**config.mk**
```make
export PLATFORM = sky130hd
export DESIGN_NAME = bis_ctrl
export DESIGN_NICKNAME = d
export VERILOG_FILES = /design/src/bis_pkg.sv /design/src/bis_ctrl.sv
export SDC_FILE = /design/constraint.sdc
export NUM_CORES = 1
export LEC_CHECK = 0
export ABC_AREA = 1
export BUFFER_PORTS_ARGS = -buffer_cell sky130_fd_sc_hd__buf_2
export CAP_MARGIN = 15
export CORE_UTILIZATION = 50
export DETAILED_ROUTE_END_ITERATION = 6
export HOLD_SLACK_MARGIN = 0.08
export PLACE_DENSITY = 0.75
export SYNTH_ARGS = -nofsm -noshare
export SYNTH_HDL_FRONTEND = slang
export SYNTH_SLANG_ARGS = --single-unit
```
**constraint.sdc**
```tcl
create_clock -name clk -period 6.2 [get_ports clk]
set_input_delay 0.31 -clock clk [delete_from_list [all_inputs] [get_ports clk]]
set_output_delay 0.31 -clock clk [all_outputs]
set_load 0.02 [all_outputs]
```
**src/bis_pkg.sv**
```systemverilog
// Shared types, codes and defaults of the bounded integer stack unit.
package bis_pkg;

    localparam int DEFAULT_DEPTH = 256;
    localparam int CAP_W = 9;
    localparam logic [CAP_W-1:0] CAP_RESET = 9'd256;

    localparam logic [2:0] CMD_PUSH = 3'd0;
    localparam logic [2:0] CMD_POP = 3'd1;
    localparam logic [2:0] CMD_PEEK = 3'd2;
    localparam logic [2:0] CMD_CLEAR = 3'd3;
    localparam logic [2:0] CMD_SEARCH = 3'd4;

    localparam logic [1:0] ST_OK = 2'd0;
    localparam logic [1:0] ST_FULL = 2'd1;
    localparam logic [1:0] ST_EMPTY = 2'd2;
    localparam logic [1:0] ST_NOTFOUND = 2'd3;

    typedef enum logic [1:0] {
        S_IDLE,
        S_READ,
        S_SCAN,
        S_DONE
    } bis_state_t;

    typedef struct packed {
        logic [1:0] status;
        logic signed [31:0] data_out;
        logic [7:0] found_index;
        logic [8:0] count;
    } result_t;

endpackage

```
**src/bis_ctrl.sv**
```systemverilog
// Command sequencer of the stack: count register, memory accesses and search scan.
module bis_ctrl
    import bis_pkg::*;
#(
    parameter int DEPTH = DEFAULT_DEPTH,
    parameter int AW = $clog2(DEPTH),
    parameter int CW = $clog2(DEPTH + 1)
)
(
    input  logic               clk,
    input  logic               rst_n,
    input  logic               in_valid,
    output logic               in_ready,
    input  logic [2:0]         cmd,
    input  logic signed [31:0] data_in,
    input  logic [CAP_W-1:0]   capacity,
    output logic               res_valid,
    input  logic               res_ready,
    output result_t            res,
    output logic               ram_we,
    output logic [AW-1:0]      ram_waddr,
    output logic [31:0]        ram_wdata,
    output logic               ram_re,
    output logic [AW-1:0]      ram_raddr,
    input  logic [31:0]        ram_rdata
);

    localparam int CMPW = (CW > CAP_W) ? CW : CAP_W;

    bis_state_t state_reg, state_next;
    logic [CW-1:0] count_reg, count_next;
    logic [AW-1:0] idx_reg, idx_next;
    logic [31:0] key_reg, key_next;
    result_t res_reg, res_next;

    logic accept;
    logic is_full;
    logic is_empty;
    logic scan_hit;
    logic scan_last;
    logic [CMPW-1:0] cap_ext;
    logic [CMPW-1:0] eff_cap;
    logic [CMPW-1:0] count_ext;
    logic [CMPW-1:0] idx_ext;
    logic [CW-1:0] cnt_m1;
    logic [CW-1:0] idx_inc;

    // Shared decode used by the state, output and datapath blocks.
    always_comb
    begin
        accept = in_valid && (state_reg == S_IDLE);
        cap_ext = CMPW'(capacity);
        eff_cap = (cap_ext > CMPW'(DEPTH)) ? CMPW'(DEPTH) : cap_ext;
        count_ext = CMPW'(count_reg);
        idx_ext = CMPW'(idx_reg);
        is_full = (count_ext >= eff_cap);
        is_empty = (count_reg == '0);
        cnt_m1 = count_reg - CW'(1);
        idx_inc = CW'(idx_reg) + CW'(1);
        scan_hit = (ram_rdata == key_reg);
        scan_last = (idx_inc == count_reg);
    end

    // Next state.
    always_comb
    begin
        state_next = state_reg;
        case (state_reg)
            S_IDLE:
            begin
                if (accept)
                begin
                    state_next = S_DONE;
                    if ((cmd == CMD_POP || cmd == CMD_PEEK) && !is_empty)
                    begin
                        state_next = S_READ;
                    end
                    else if (cmd == CMD_SEARCH && !is_empty)
                    begin
                        state_next = S_SCAN;
                    end
                end
            end
            S_READ:
            begin
                state_next = S_DONE;
            end
            S_SCAN:
            begin
                if (scan_hit || scan_last)
                begin
                    state_next = S_DONE;
                end
            end
            S_DONE:
            begin
                if (res_ready)
                begin
                    state_next = S_IDLE;
                end
            end
            default:
            begin
                state_next = S_IDLE;
            end
        endcase
    end

    // Handshake and memory controls.
    always_comb
    begin
        in_ready = 1'b0;
        res_valid = 1'b0;
        ram_we = 1'b0;
        ram_re = 1'b0;
        ram_waddr = count_reg[AW-1:0];
        ram_wdata = data_in;
        ram_raddr = cnt_m1[AW-1:0];
        case (state_reg)
            S_IDLE:
            begin
                in_ready = 1'b1;
                if (cmd == CMD_SEARCH)
                begin
                    ram_raddr = '0;
                end
                if (accept)
                begin
                    ram_we = (cmd == CMD_PUSH) && !is_full;
                    ram_re = !is_empty &&
                             (cmd == CMD_POP || cmd == CMD_PEEK || cmd == CMD_SEARCH);
                end
            end
            S_SCAN:
            begin
                ram_raddr = idx_inc[AW-1:0];
                ram_re = !scan_hit && !scan_last;
            end
            S_DONE:
            begin
                res_valid = 1'b1;
            end
            default:
            begin
                in_ready = 1'b0;
            end
        endcase
    end

    // Datapath next values.
    always_comb
    begin
        logic [CMPW-1:0] count_wide;
        count_wide = '0;
        count_next = count_reg;
        idx_next = idx_reg;
        key_next = key_reg;
        res_next = res_reg;
        case (state_reg)
            S_IDLE:
            begin
                if (accept)
                begin
                    res_next.status = ST_OK;
                    res_next.data_out = '0;
                    res_next.found_index = '0;
                    idx_next = '0;
                    key_next = data_in;
                    case (cmd)
                        CMD_PUSH:
                        begin
                            if (is_full)
                            begin
                                res_next.status = ST_FULL;
                            end
                            else
                            begin
                                count_next = count_reg + CW'(1);
                            end
                        end
                        CMD_POP, CMD_PEEK:
                        begin
                            if (is_empty)
                            begin
                                res_next.status = ST_EMPTY;
                            end
                            else if (cmd == CMD_POP)
                            begin
                                count_next = cnt_m1;
                            end
                        end
                        CMD_CLEAR:
                        begin
                            count_next = '0;
                        end
                        CMD_SEARCH:
                        begin
                            if (is_empty)
                            begin
                                res_next.status = ST_NOTFOUND;
                            end
                        end
                        default:
                        begin
                            count_next = count_reg;
                        end
                    endcase
                    count_wide = CMPW'(count_next);
                    res_next.count = count_wide[8:0];
                end
            end
            S_READ:
            begin
                res_next.data_out = $signed(ram_rdata);
            end
            S_SCAN:
            begin
                if (scan_hit)
                begin
                    res_next.found_index = idx_ext[7:0];
                end
                else if (scan_last)
                begin
                    res_next.status = ST_NOTFOUND;
                end
                else
                begin
                    idx_next = idx_inc[AW-1:0];
                end
            end
            default:
            begin
                res_next = res_reg;
            end
        endcase
    end

    always_ff @(posedge clk or negedge rst_n)
    begin
        if (!rst_n)
        begin
            state_reg <= S_IDLE;
            count_reg <= '0;
        end
        else
        begin
            state_reg <= state_next;
            count_reg <= count_next;
        end
    end

    always_ff @(posedge clk)
    begin
        idx_reg <= idx_next;
        key_reg <= key_next;
        res_reg <= res_next;
    end

    assign res = res_reg;

    // The count never exceeds the memory depth.
    assert property (@(posedge clk) disable iff (!rst_n)
        count_reg <= CW'(DEPTH))
        else $error("stack count above depth");

    // A scan only visits entries below the count.
    assert property (@(posedge clk) disable iff (!rst_n)
        (state_reg == S_SCAN) |-> (CW'(idx_reg) < count_reg))
        else $error("scan index beyond count");

    // A push that is taken raises the count by one.
    assert property (@(posedge clk) disable iff (!rst_n)
        ram_we |=> (count_reg == $past(count_reg) + CW'(1)))
        else $error("push did not advance count");

    // Memory writes happen only in the cycle a request is taken.
    assert property (@(posedge clk) disable iff (!rst_n)
        ram_we |-> (accept && state_reg == S_IDLE))
        else $error("memory write outside request acceptance");

endmodule

```
==> results.toml, run 1 <==
[synth]
avgSynthCellArea_um2 = 8.87
syn_inst = 662
synth-seq-area-share_pct = 51.2
yosys_register_bits = 102
synth_area_mm2 = 0.00587
synth_area_leaders = "edfxtp_1 (47%), nand2_1 (11%), inv_1 (6.0%)"
yosysTopAreaCell = "edfxtp_1"
yosys_warnings = 0
synth_top_area_share_pct = 46.6
ys_types = 37
synth_nets = 759

[power]
leakagePower_nw = 3.54
peakVddDrop_v = 0.000390
p_per_area_mw_per_mm2 = 504

[cells_and_area]
nFillCells = 991
nets = 900
n_antenna_cell = 0
final_cell_area_mm2 = 0.00688
largest_register_ffs = 51
drive_above_1_share_pct = 28.2
area_growth_pct = 17.2

[clocking]
cts_buffers = 9
cts_resized = 0
clk_pin_slew_ns = 0.08
clockRootBuffer = "clkbuf_16"
tritoncts = "done"
cts_hold_buf = 1
cts_setup_buffers = 0
clk_latency_ns = 0.36
cts_max_level = 3
cts.path.max_buffers = 2
clock_sinks = 102

[worst_setup_path]
worstPathArrival_ns = 2.47
critPathRequiredTime_ns = 5.89
rr_endpoint = "res[14]"
rrSetupSlack_ns = 3.60
worst_setup_path_start_kind = "register"
end_kind = "primary output"
endpoint = "ram_re"
criticalPathCategory = "reg2out"
critPathMaxFanout = 10
rr_worst_depth = 5
crit_start = "idx_reg[0]"
r2r-start = "state_reg[0]"

[sta]
finClkSkew_ns = 0.0134
max_slew_margin_pct = 27.0
tightest_slew_ns = 1.09
fin_tns_setup_ns = 0
finalSetupViolations = 0
period_needed_ns = 2.78
max_freq_ghz = 0.359
finalCritPeriodShare_pct = 44.9
rsz0062_at_grt = "false"
hold_violations = 0
drv_slew = 0

[floorplanning]
die-area_mm2 = 0.0122
die_x_um = 110
initial_core_util_pct = 51.4
core_mm2 = 0.0114
rows = 39
die_y_um = 110
pin_count = 183

[routing]
vias = 4750
drt-initial-drc-count = 443
viasPerCell = 4.99
drc_errors = 0
ant_nets = 0
totalWireLength_mm = 14.1
first_pass_iters = 4
wire_per_inst_um = 14.9

[global_routing]
grt_overflow = 0
track_usage_pct = 24.0
grt_pass1_vias = 4653
grt_max_degree = 53
grt_antenna_before_repair = 0
grt_pass1_wl_mm = 21.6

[placement]
portBuffers = 182
gp_congestion = 0.878
place_area_mm2 = 0.00659
dp_hpwl_mm = 10.8

[hold_path]
hold_class = "in2reg"

[run_status]
outcome = "finished clean"

[flow_run]
max_cap_viol_count = 0
[worst max-delay path, stage by stage (launching register included)]
cell and delay [ns]:
edfxtp_1 0.56, ha_1 0.33, nand2_1 0.13, nor2_2 0.06, or2_1 0.23, nand2_2 0.08, nand2_1 0.05, nand3_1 0.11
nor2_2 0.04, nand2_2 0.11, nand2_4 0.08, o31ai_1 0.11, buf_2 0.24
[logic make-up (layout without fill, tap and decap cells)]
| kind of cell | Yosys count | in the layout | synth area share (%) |
|---|---|---|---|
| AOI/OAI and AO/OA | 49 | 49 | 4.88 |
| xor gates and xnor gates | 33 | 33 | 5.05 |
| adders and majority gates | 17 | 17 | 3.62 |
| buffers and inverters | 155 | 301 | 13.0 |
| DFF | 102 | 102 | 51.2 |
| and+or+nand+nor | 306 | 306 | 22.2 |
[how the worst min path moves through the flow]
stage | startpoint | cells past startpoint | endpoint | slack (ns)
floorplan | rst_n | 0 | count_ext[0] | 0.01
global placement | rst_n | 1 | count_ext[7] | 0.23
detailed placement | rst_n | 1 | count_ext[5] | 0.22
CTS | data_in[8] | 1 | key_reg[8] | 0.12
global route | data_in[9] | 1 | key_reg[9] | 0.12
finish | data_in[8] | 1 | key_reg[8] | 0.13
[per-stage QoR]
stage                     power, mW  worst slack, ns  util, %  cells  hold slack (ns)
after floorplan                2.46             3.67        -    662           0.0144
after global placement         2.90             3.57     57.7    934            0.226
after detailed placement       2.94             3.51     57.7    934            0.216
after CTS                      3.49             3.38     60.3    951            0.118
after global routing           3.73             3.15     60.3    951            0.117
final                          3.47             3.42     60.3    951            0.131
[layer usage]
layer	vias to the layer above	track usage, %	wire, um
met5	-	0	0
met4	0	7.52	234
met3	20	6.64	1100
met2	174	43.9	7190
met1	2198	26.9	5620
li1	2358	-	-
[power by group]
part           internal, mW  switching [mW]  total, mW  leakage [nW]
Combinational         0.498            1.15       1.65          2.39
Sequential             1.10           0.173       1.27          1.02
Clock                 0.279           0.264      0.543         0.132
Total                  1.88            1.59       3.47          3.54
[cell type report]
cell class	instances	area, um2	share of cell area [%]
flip-flops and latches	102	3010	43.7
multi-input cells	405	2100	30.5
inverters	100	378	5.49
repair buffers	185	936	13.6
clock inverters	6	52.6	0.764
well taps	143	179	2.60
clock buffers	10	229	3.33
[cell usage in the layout, fill, tap and decap left out, types with 4 or more instances in the layout]
| cell type | instances |
|---|---|
| clkbuf_16 | 9 |
| o22ai_1 | 6 |
| inv_1 | 93 |
| nand3_1 | 31 |
| a21oi_1 | 11 |
| buf_2 | 182 |
| nor3_1 | 5 |
| dfrtp_1 | 11 |
| edfxtp_1 | 91 |
| nand2_1 | 179 |
| o21ai_1 | 4 |
| xor2_1 | 32 |
| inv_2 | 6 |
| ha_1 | 17 |
| o21bai_1 | 4 |
| nor2_2 | 4 |
| nand2_2 | 6 |
| nor2_1 | 64 |
| o21ai_0 | 15 |
[Yosys cell counts (all sizes together)]
cell type	n
nor4	2
nor2	69
nand4	3
inv	100
ha	17
a21oi	12
o21a	1
or2	1
o2111ai	1
o21ai	19
o31ai	2
nand2	188
and2	1
xor2	33
edfxtp	91
o211ai	3
nand3	34
buf	48
clkbuf	7
a31oi	1
nor3	8
o21bai	4
dfrtp	11
o22ai	6
No activity file was read; power rests on OpenSTA's default activity.
==> run 2: changes to the inputs <==
ABC_AREA = 0   (was 1)
PLACE_DENSITY = 0.76   (was 0.75)
clock period = 2.7 ns   (was 6.2 ns; I/O delays follow)
==> results.toml, run 2 <==
[placement]
gp_congestion = 0.881
portBuffers = 182
dp_hpwl_mm = 10.2
place_inst = 777

[worst_setup_path]
end_kind = "register"
worstPathArrival_ns = 2.66
criticalPathCategory = "reg2reg"
critPathRequiredTime_ns = 2.75
critPathMaxFanout = 6
worst_setup_path_start_kind = "register"

[sta]
hold_slack_ns = 0.108
period_needed_ns = 2.61
tightest_slew_ns = 0.613
hold_violations = 0
finalCritPeriodShare_pct = 96.5
max_freq_ghz = 0.384
drv_slew = 0
finalSetupViolations = 0
max_slew_margin_pct = 59.0
rsz0062_at_grt = "true"
finClkSkew_ns = 0.0145

[global_routing]
grt_pass1_vias = 4388
track_usage_pct = 24.2
grt_pass1_wl_mm = 21.6
grt_overflow = 0
grt_antenna_before_repair = 0
grt_max_degree = 33

[clocking]
clockRootBuffer = "clkbuf_16"
clk_latency_ns = 0.34
tritoncts = "done"
clock_sinks = 102
cts.path.max_buffers = 2
cts_buffers = 9
cts_max_level = 3
clk_pin_slew_ns = 0.07

[cells_and_area]
nets = 780
layout_common_cells = "buf_2 (182), edfxtp_1 (91), and2_1 (42)"
layoutNonFillerInstCount = 828
area_growth_pct = 25.7
largest_register_ffs = 51
n_antenna_cell = 0
final_common_cell = "buf_2"
nFillCells = 864
drive_above_1_share_pct = 33.6

[synth]
synth-seq-area-share_pct = 52.6
yosys_warnings = 0
synth_edf_count = 91
synth_area_leaders = "edfxtp_1 (48%), xor2_1 (5.7%), buf_4 (5.6%)"
synth_nets = 596
synth_common_cells = "edfxtp_1 (91), buf_4 (43), and2_1 (42)"
syn_inst = 499
synth_flop_cell = "edfxtp_1"
async_flop_share_pct = 10.8
synth_area_mm2 = 0.00572
yosysTopAreaCell = "edfxtp_1"
yosys_register_bits = 102
avgSynthCellArea_um2 = 11.5
ys_types = 60
synth_top_area_share_pct = 47.8
synth_most_common_cell = "edfxtp_1"

[routing]
wire_per_inst_um = 16.8
ant_nets = 0
viasPerCell = 5.42
vias = 4486
drt-initial-drc-count = 214
totalWireLength_mm = 13.9
first_pass_iters = 5
drc_errors = 0

[flow_run]
max_cap_viol_count = 0

[power]
p_per_area_mw_per_mm2 = 1080
peakVddDrop_v = 0.000495
switching_power_mw = 3.27
p_clk_share_pct = 15.6
intPower_mw = 4.51
leakagePower_nw = 3.01
p_comb_share_pct = 48.2
switching_share_pct = 42.0
power_frac_seq_pct = 36.2

[floorplanning]
die_x_um = 109
core_mm2 = 0.0110
rows = 38
initial_core_util_pct = 52.1
die-area_mm2 = 0.0119
pin_count = 183
die_y_um = 109

[hold_path]
hold_class = "in2reg"

[run_status]
outcome = "finished clean"
==> run 2: path summary, 6_finish.rpt <==
path | startpoint | end | cells past startpoint | slack [ns]
max | count_ext[1] | res[5] | 7 | 0.09
min | ram_rdata[29] | res[46] | 2 | 0.11
max reg2reg | count_ext[1] | res[5] | 7 | 0.09
min reg2reg | state_reg[1] | state_reg[1] | 2 | 0.63
max in group asynchronous | rst_n | state_reg[0] | 2 | 2.24
min in group asynchronous | rst_n | count_ext[2] | 2 | 0.20
==> run 2: cell type report <==
cell class,instances,area [um2],area share (%)
clock buffer,9,225,3.13
multi-input combinational,319,2270,31.6
clock inverter,7,55.1,0.766
timing repair buffer,236,1400,19.5
sequential,102,3010,41.9
inverter,15,56.3,0.783
tap,140,175,2.44
==> run 2: metal layers <==
metal | up-vias | routed length [um] | track usage [%]
met5 | - | 0 | 0
met4 | 0 | 404 | 10.6
met3 | 34 | 870 | 3.35
met2 | 188 | 6780 | 41.1
met1 | 2122 | 5810 | 30.7
li1 | 2142 | - | -
==> run 2: critical path, stage by stage, from the launching register on <==
cell	delay, ns
dfrtp_1	0.49
ha_1	0.36
nor2b_1	0.14
o31ai_1	0.22
a21oi_1	0.15
o21a_1	0.28
o311ai_0	0.54
nand3_1	0.15
==> run 2: cell families after synthesis <==
family,count (synthesis),synth area share [%]
AOI/OAI and AO/OA,79,9.45
xor gates and xnor gates,53,9.12
adders and majority gates,17,3.72
buffers and inverters,78,8.16
DFF,102,52.6
muxes,4,0.700
and+or+nand+nor,166,16.2
==> run 2: power groups by stage <==
stage	combinational (mW)	sequential, mW	clock (mW)
after floorplan	2.19	3.17	0
after global placement	3.56	2.82	0
after detailed placement	3.63	2.84	0
after CTS	3.69	2.81	1.24
after global routing	4.07	2.88	1.29
final	3.75	2.81	1.22
==> run 2: what timing repair did <==
item                       CTS  global route
hold buffers                33             0
setup endpoints to repair    1             3
gates resized for setup      1             2
hold endpoints to repair    43             0
setup buffers                0             2
==> run 2: metrics by stage <==
step	setup WS, ns	power, mW	cell area, um2	utilization [%]	TNS (ns)
2_1_floorplan	0.158	5.35	5720	-	0
3_3_place_gp	0.290	6.38	6540	59.5	0
3_5_place_dp	0.0555	6.47	6540	59.5	0
4_1_cts	0.0369	7.74	7150	65.1	0
5_1_grt	-0.0528	8.24	7190	65.4	-0.446
6_report	0.0943	7.78	7190	65.4	0
==> run 3: changes to the inputs <==
PLACE_DENSITY = 0.88   (was 0.76)
==> results.toml, run 3 (synthesis results as in run 2) <==
[run_status]
outcome = "finished clean"

[routing]
viasPerCell = 5.63
top_layer = "met4"
totalWireLength_mm = 15.6
wire_per_inst_um = 18.6
drc_errors = 0
wl_met2_mm = 7.97
vias = 4712
first_pass_iters = 6
ant_nets = 0
wl_met3_mm = 1.37
drt-initial-drc-count = 392
met1Wirelength_mm = 5.66

[power]
peakVddDrop_v = 0.000838
p_per_area_mw_per_mm2 = 1100
leakagePower_nw = 3.06

[sta]
finalCritPeriodShare_pct = 98.5
period_needed_ns = 2.66
finClkSkew_ns = 0.00559
finalSetupViolations = 0
max_slew_margin_pct = 64.3
hold_violations = 0
tightest_slew_ns = 0.528
drv_slew = 0
max_freq_ghz = 0.376
setup_ws_ns = 0.0413

[cells_and_area]
drive_above_1_share_pct = 35.2
area_growth_pct = 27.8
n_antenna_cell = 0
nFillCells = 788
nets = 789
final_cell_area_mm2 = 0.00731
largest_register_ffs = 51
layout_common_cells = "buf_2 (181), edfxtp_1 (91), and2_1 (42)"
final_common_cell = "buf_2"

[global_routing]
grt_overflow = 0
grt_max_degree = 43
grt_pass1_wl_mm = 23.1
grt_antenna_before_repair = 0
grt_pass1_vias = 4519
track_usage_pct = 26.4

[floorplanning]
pin_count = 183
die_x_um = 109
core_mm2 = 0.0110
initial_core_util_pct = 52.1
die_y_um = 109
die-area_mm2 = 0.0119
rows = 38

[clocking]
cts_max_level = 3
clk_latency_ns = 0.36
clock_sinks = 102
tritoncts = "done"
cts_buffers = 9
cts.path.max_buffers = 2
clk_pin_slew_ns = 0.07
clockRootBuffer = "clkbuf_16"

[placement]
place_area_mm2 = 0.00658
dp_hpwl_mm = 10.9
gp_congestion = 0.915
portBuffers = 182
place_ws_ns = 0.0321

[worst_setup_path]
critPathMaxFanout = 5
rrSetupSlack_ns = 0.10
criticalPathCategory = "reg2out"
end_kind = "primary output"
rr_worst_depth = 7
r2r-start = "count_ext[1]"
worstPathArrival_ns = 2.52
critPathRequiredTime_ns = 2.57
worst_setup_path_start_kind = "register"
rr_endpoint = "res[7]"

[hold_path]
hold_class = "in2reg"
hold_depth = 2
min_to = "res[20]"
worst_hold_startpoint = "ram_rdata[3]"

[flow_run]
max_cap_viol_count = 0
==> run 3: cell count changes in the layout (fill, tap and decap cells not counted), sizes merged <==
cell	delta
buf	+8
clkbuf	+1
clkinv	-3
clkinvlp	+2
dlygate4sd3	+1
==> run 3: layout make-up <==
type / instances / area [um2] / area share (%)
repair buffers: 245 / 1480 / 20.3
clock buffers: 10 / 229 / 3.13
well taps: 140 / 175 / 2.40
inverters: 15 / 56.3 / 0.771
clock inverters: 6 / 53.8 / 0.736
flip-flops and latches: 102 / 3010 / 41.2
multi-input cells: 319 / 2300 / 31.5
==> run 3: how the worst max path moves through the flow <==
stage / endpoint / cells after the start / start
after floorplan: ram_re / 7 / state_reg[0]
after global placement: count_ext[4] / 10 / capacity[8]
after detailed placement: count_ext[4] / 10 / capacity[8]
after CTS: ram_re / 8 / idx_reg[1]
after global routing: ram_re / 8 / idx_reg[1]
final: ram_re / 8 / idx_reg[1]
==> run 3: metal layers <==
layer  global-route usage, %  vias up
met5                       0        -
met4                    10.5        0
met3                    7.41       59
met2                    47.1      276
met1                    29.5     2218
li1                        -     2159
==> run 3: repair_timing <==
item / in CTS / in global routing
buffers inserted: 0 / 7
endpoints found under the setup margin: 1 / 19
pin swaps: 0 / 4
resized for setup: 1 / 13
endpoints found under the hold margin: 44 / 0
hold buffers: 34 / 0
==> run 3: worst max-delay path, cell delays in order, from the launching register on <==
cell and delay (ns):
edfxtp_1 0.46, ha_4 0.22, xor3_1 0.39, nor3_2 0.16, nand4_1 0.16, nor4_4 0.30
buf_4 0.18, o22ai_1 0.11, buf_4 0.19
==> run 3: per-stage QoR <==
step                      power [mW]  utilization, %  setup TNS [ns]  hold slack, ns  instances
after floorplan                 5.35               -               0          -0.161        499
after global placement          6.44            59.9               0          0.0333        780
after detailed placement        6.55            59.9               0          0.0386        780
after CTS                       7.85            65.6               0          0.0810        830
after global routing            8.50            66.5         -0.0617          0.0838        837
final                           8.06            66.5               0          0.0933        837
==> run 3: power by group <==
| group | total [mW] | switching [mW] | internal, mW |
|---|---|---|---|
| clock | 1.25 | 0.606 | 0.642 |
| combinational | 4.01 | 2.49 | 1.52 |
| sequential | 2.80 | 0.328 | 2.47 |
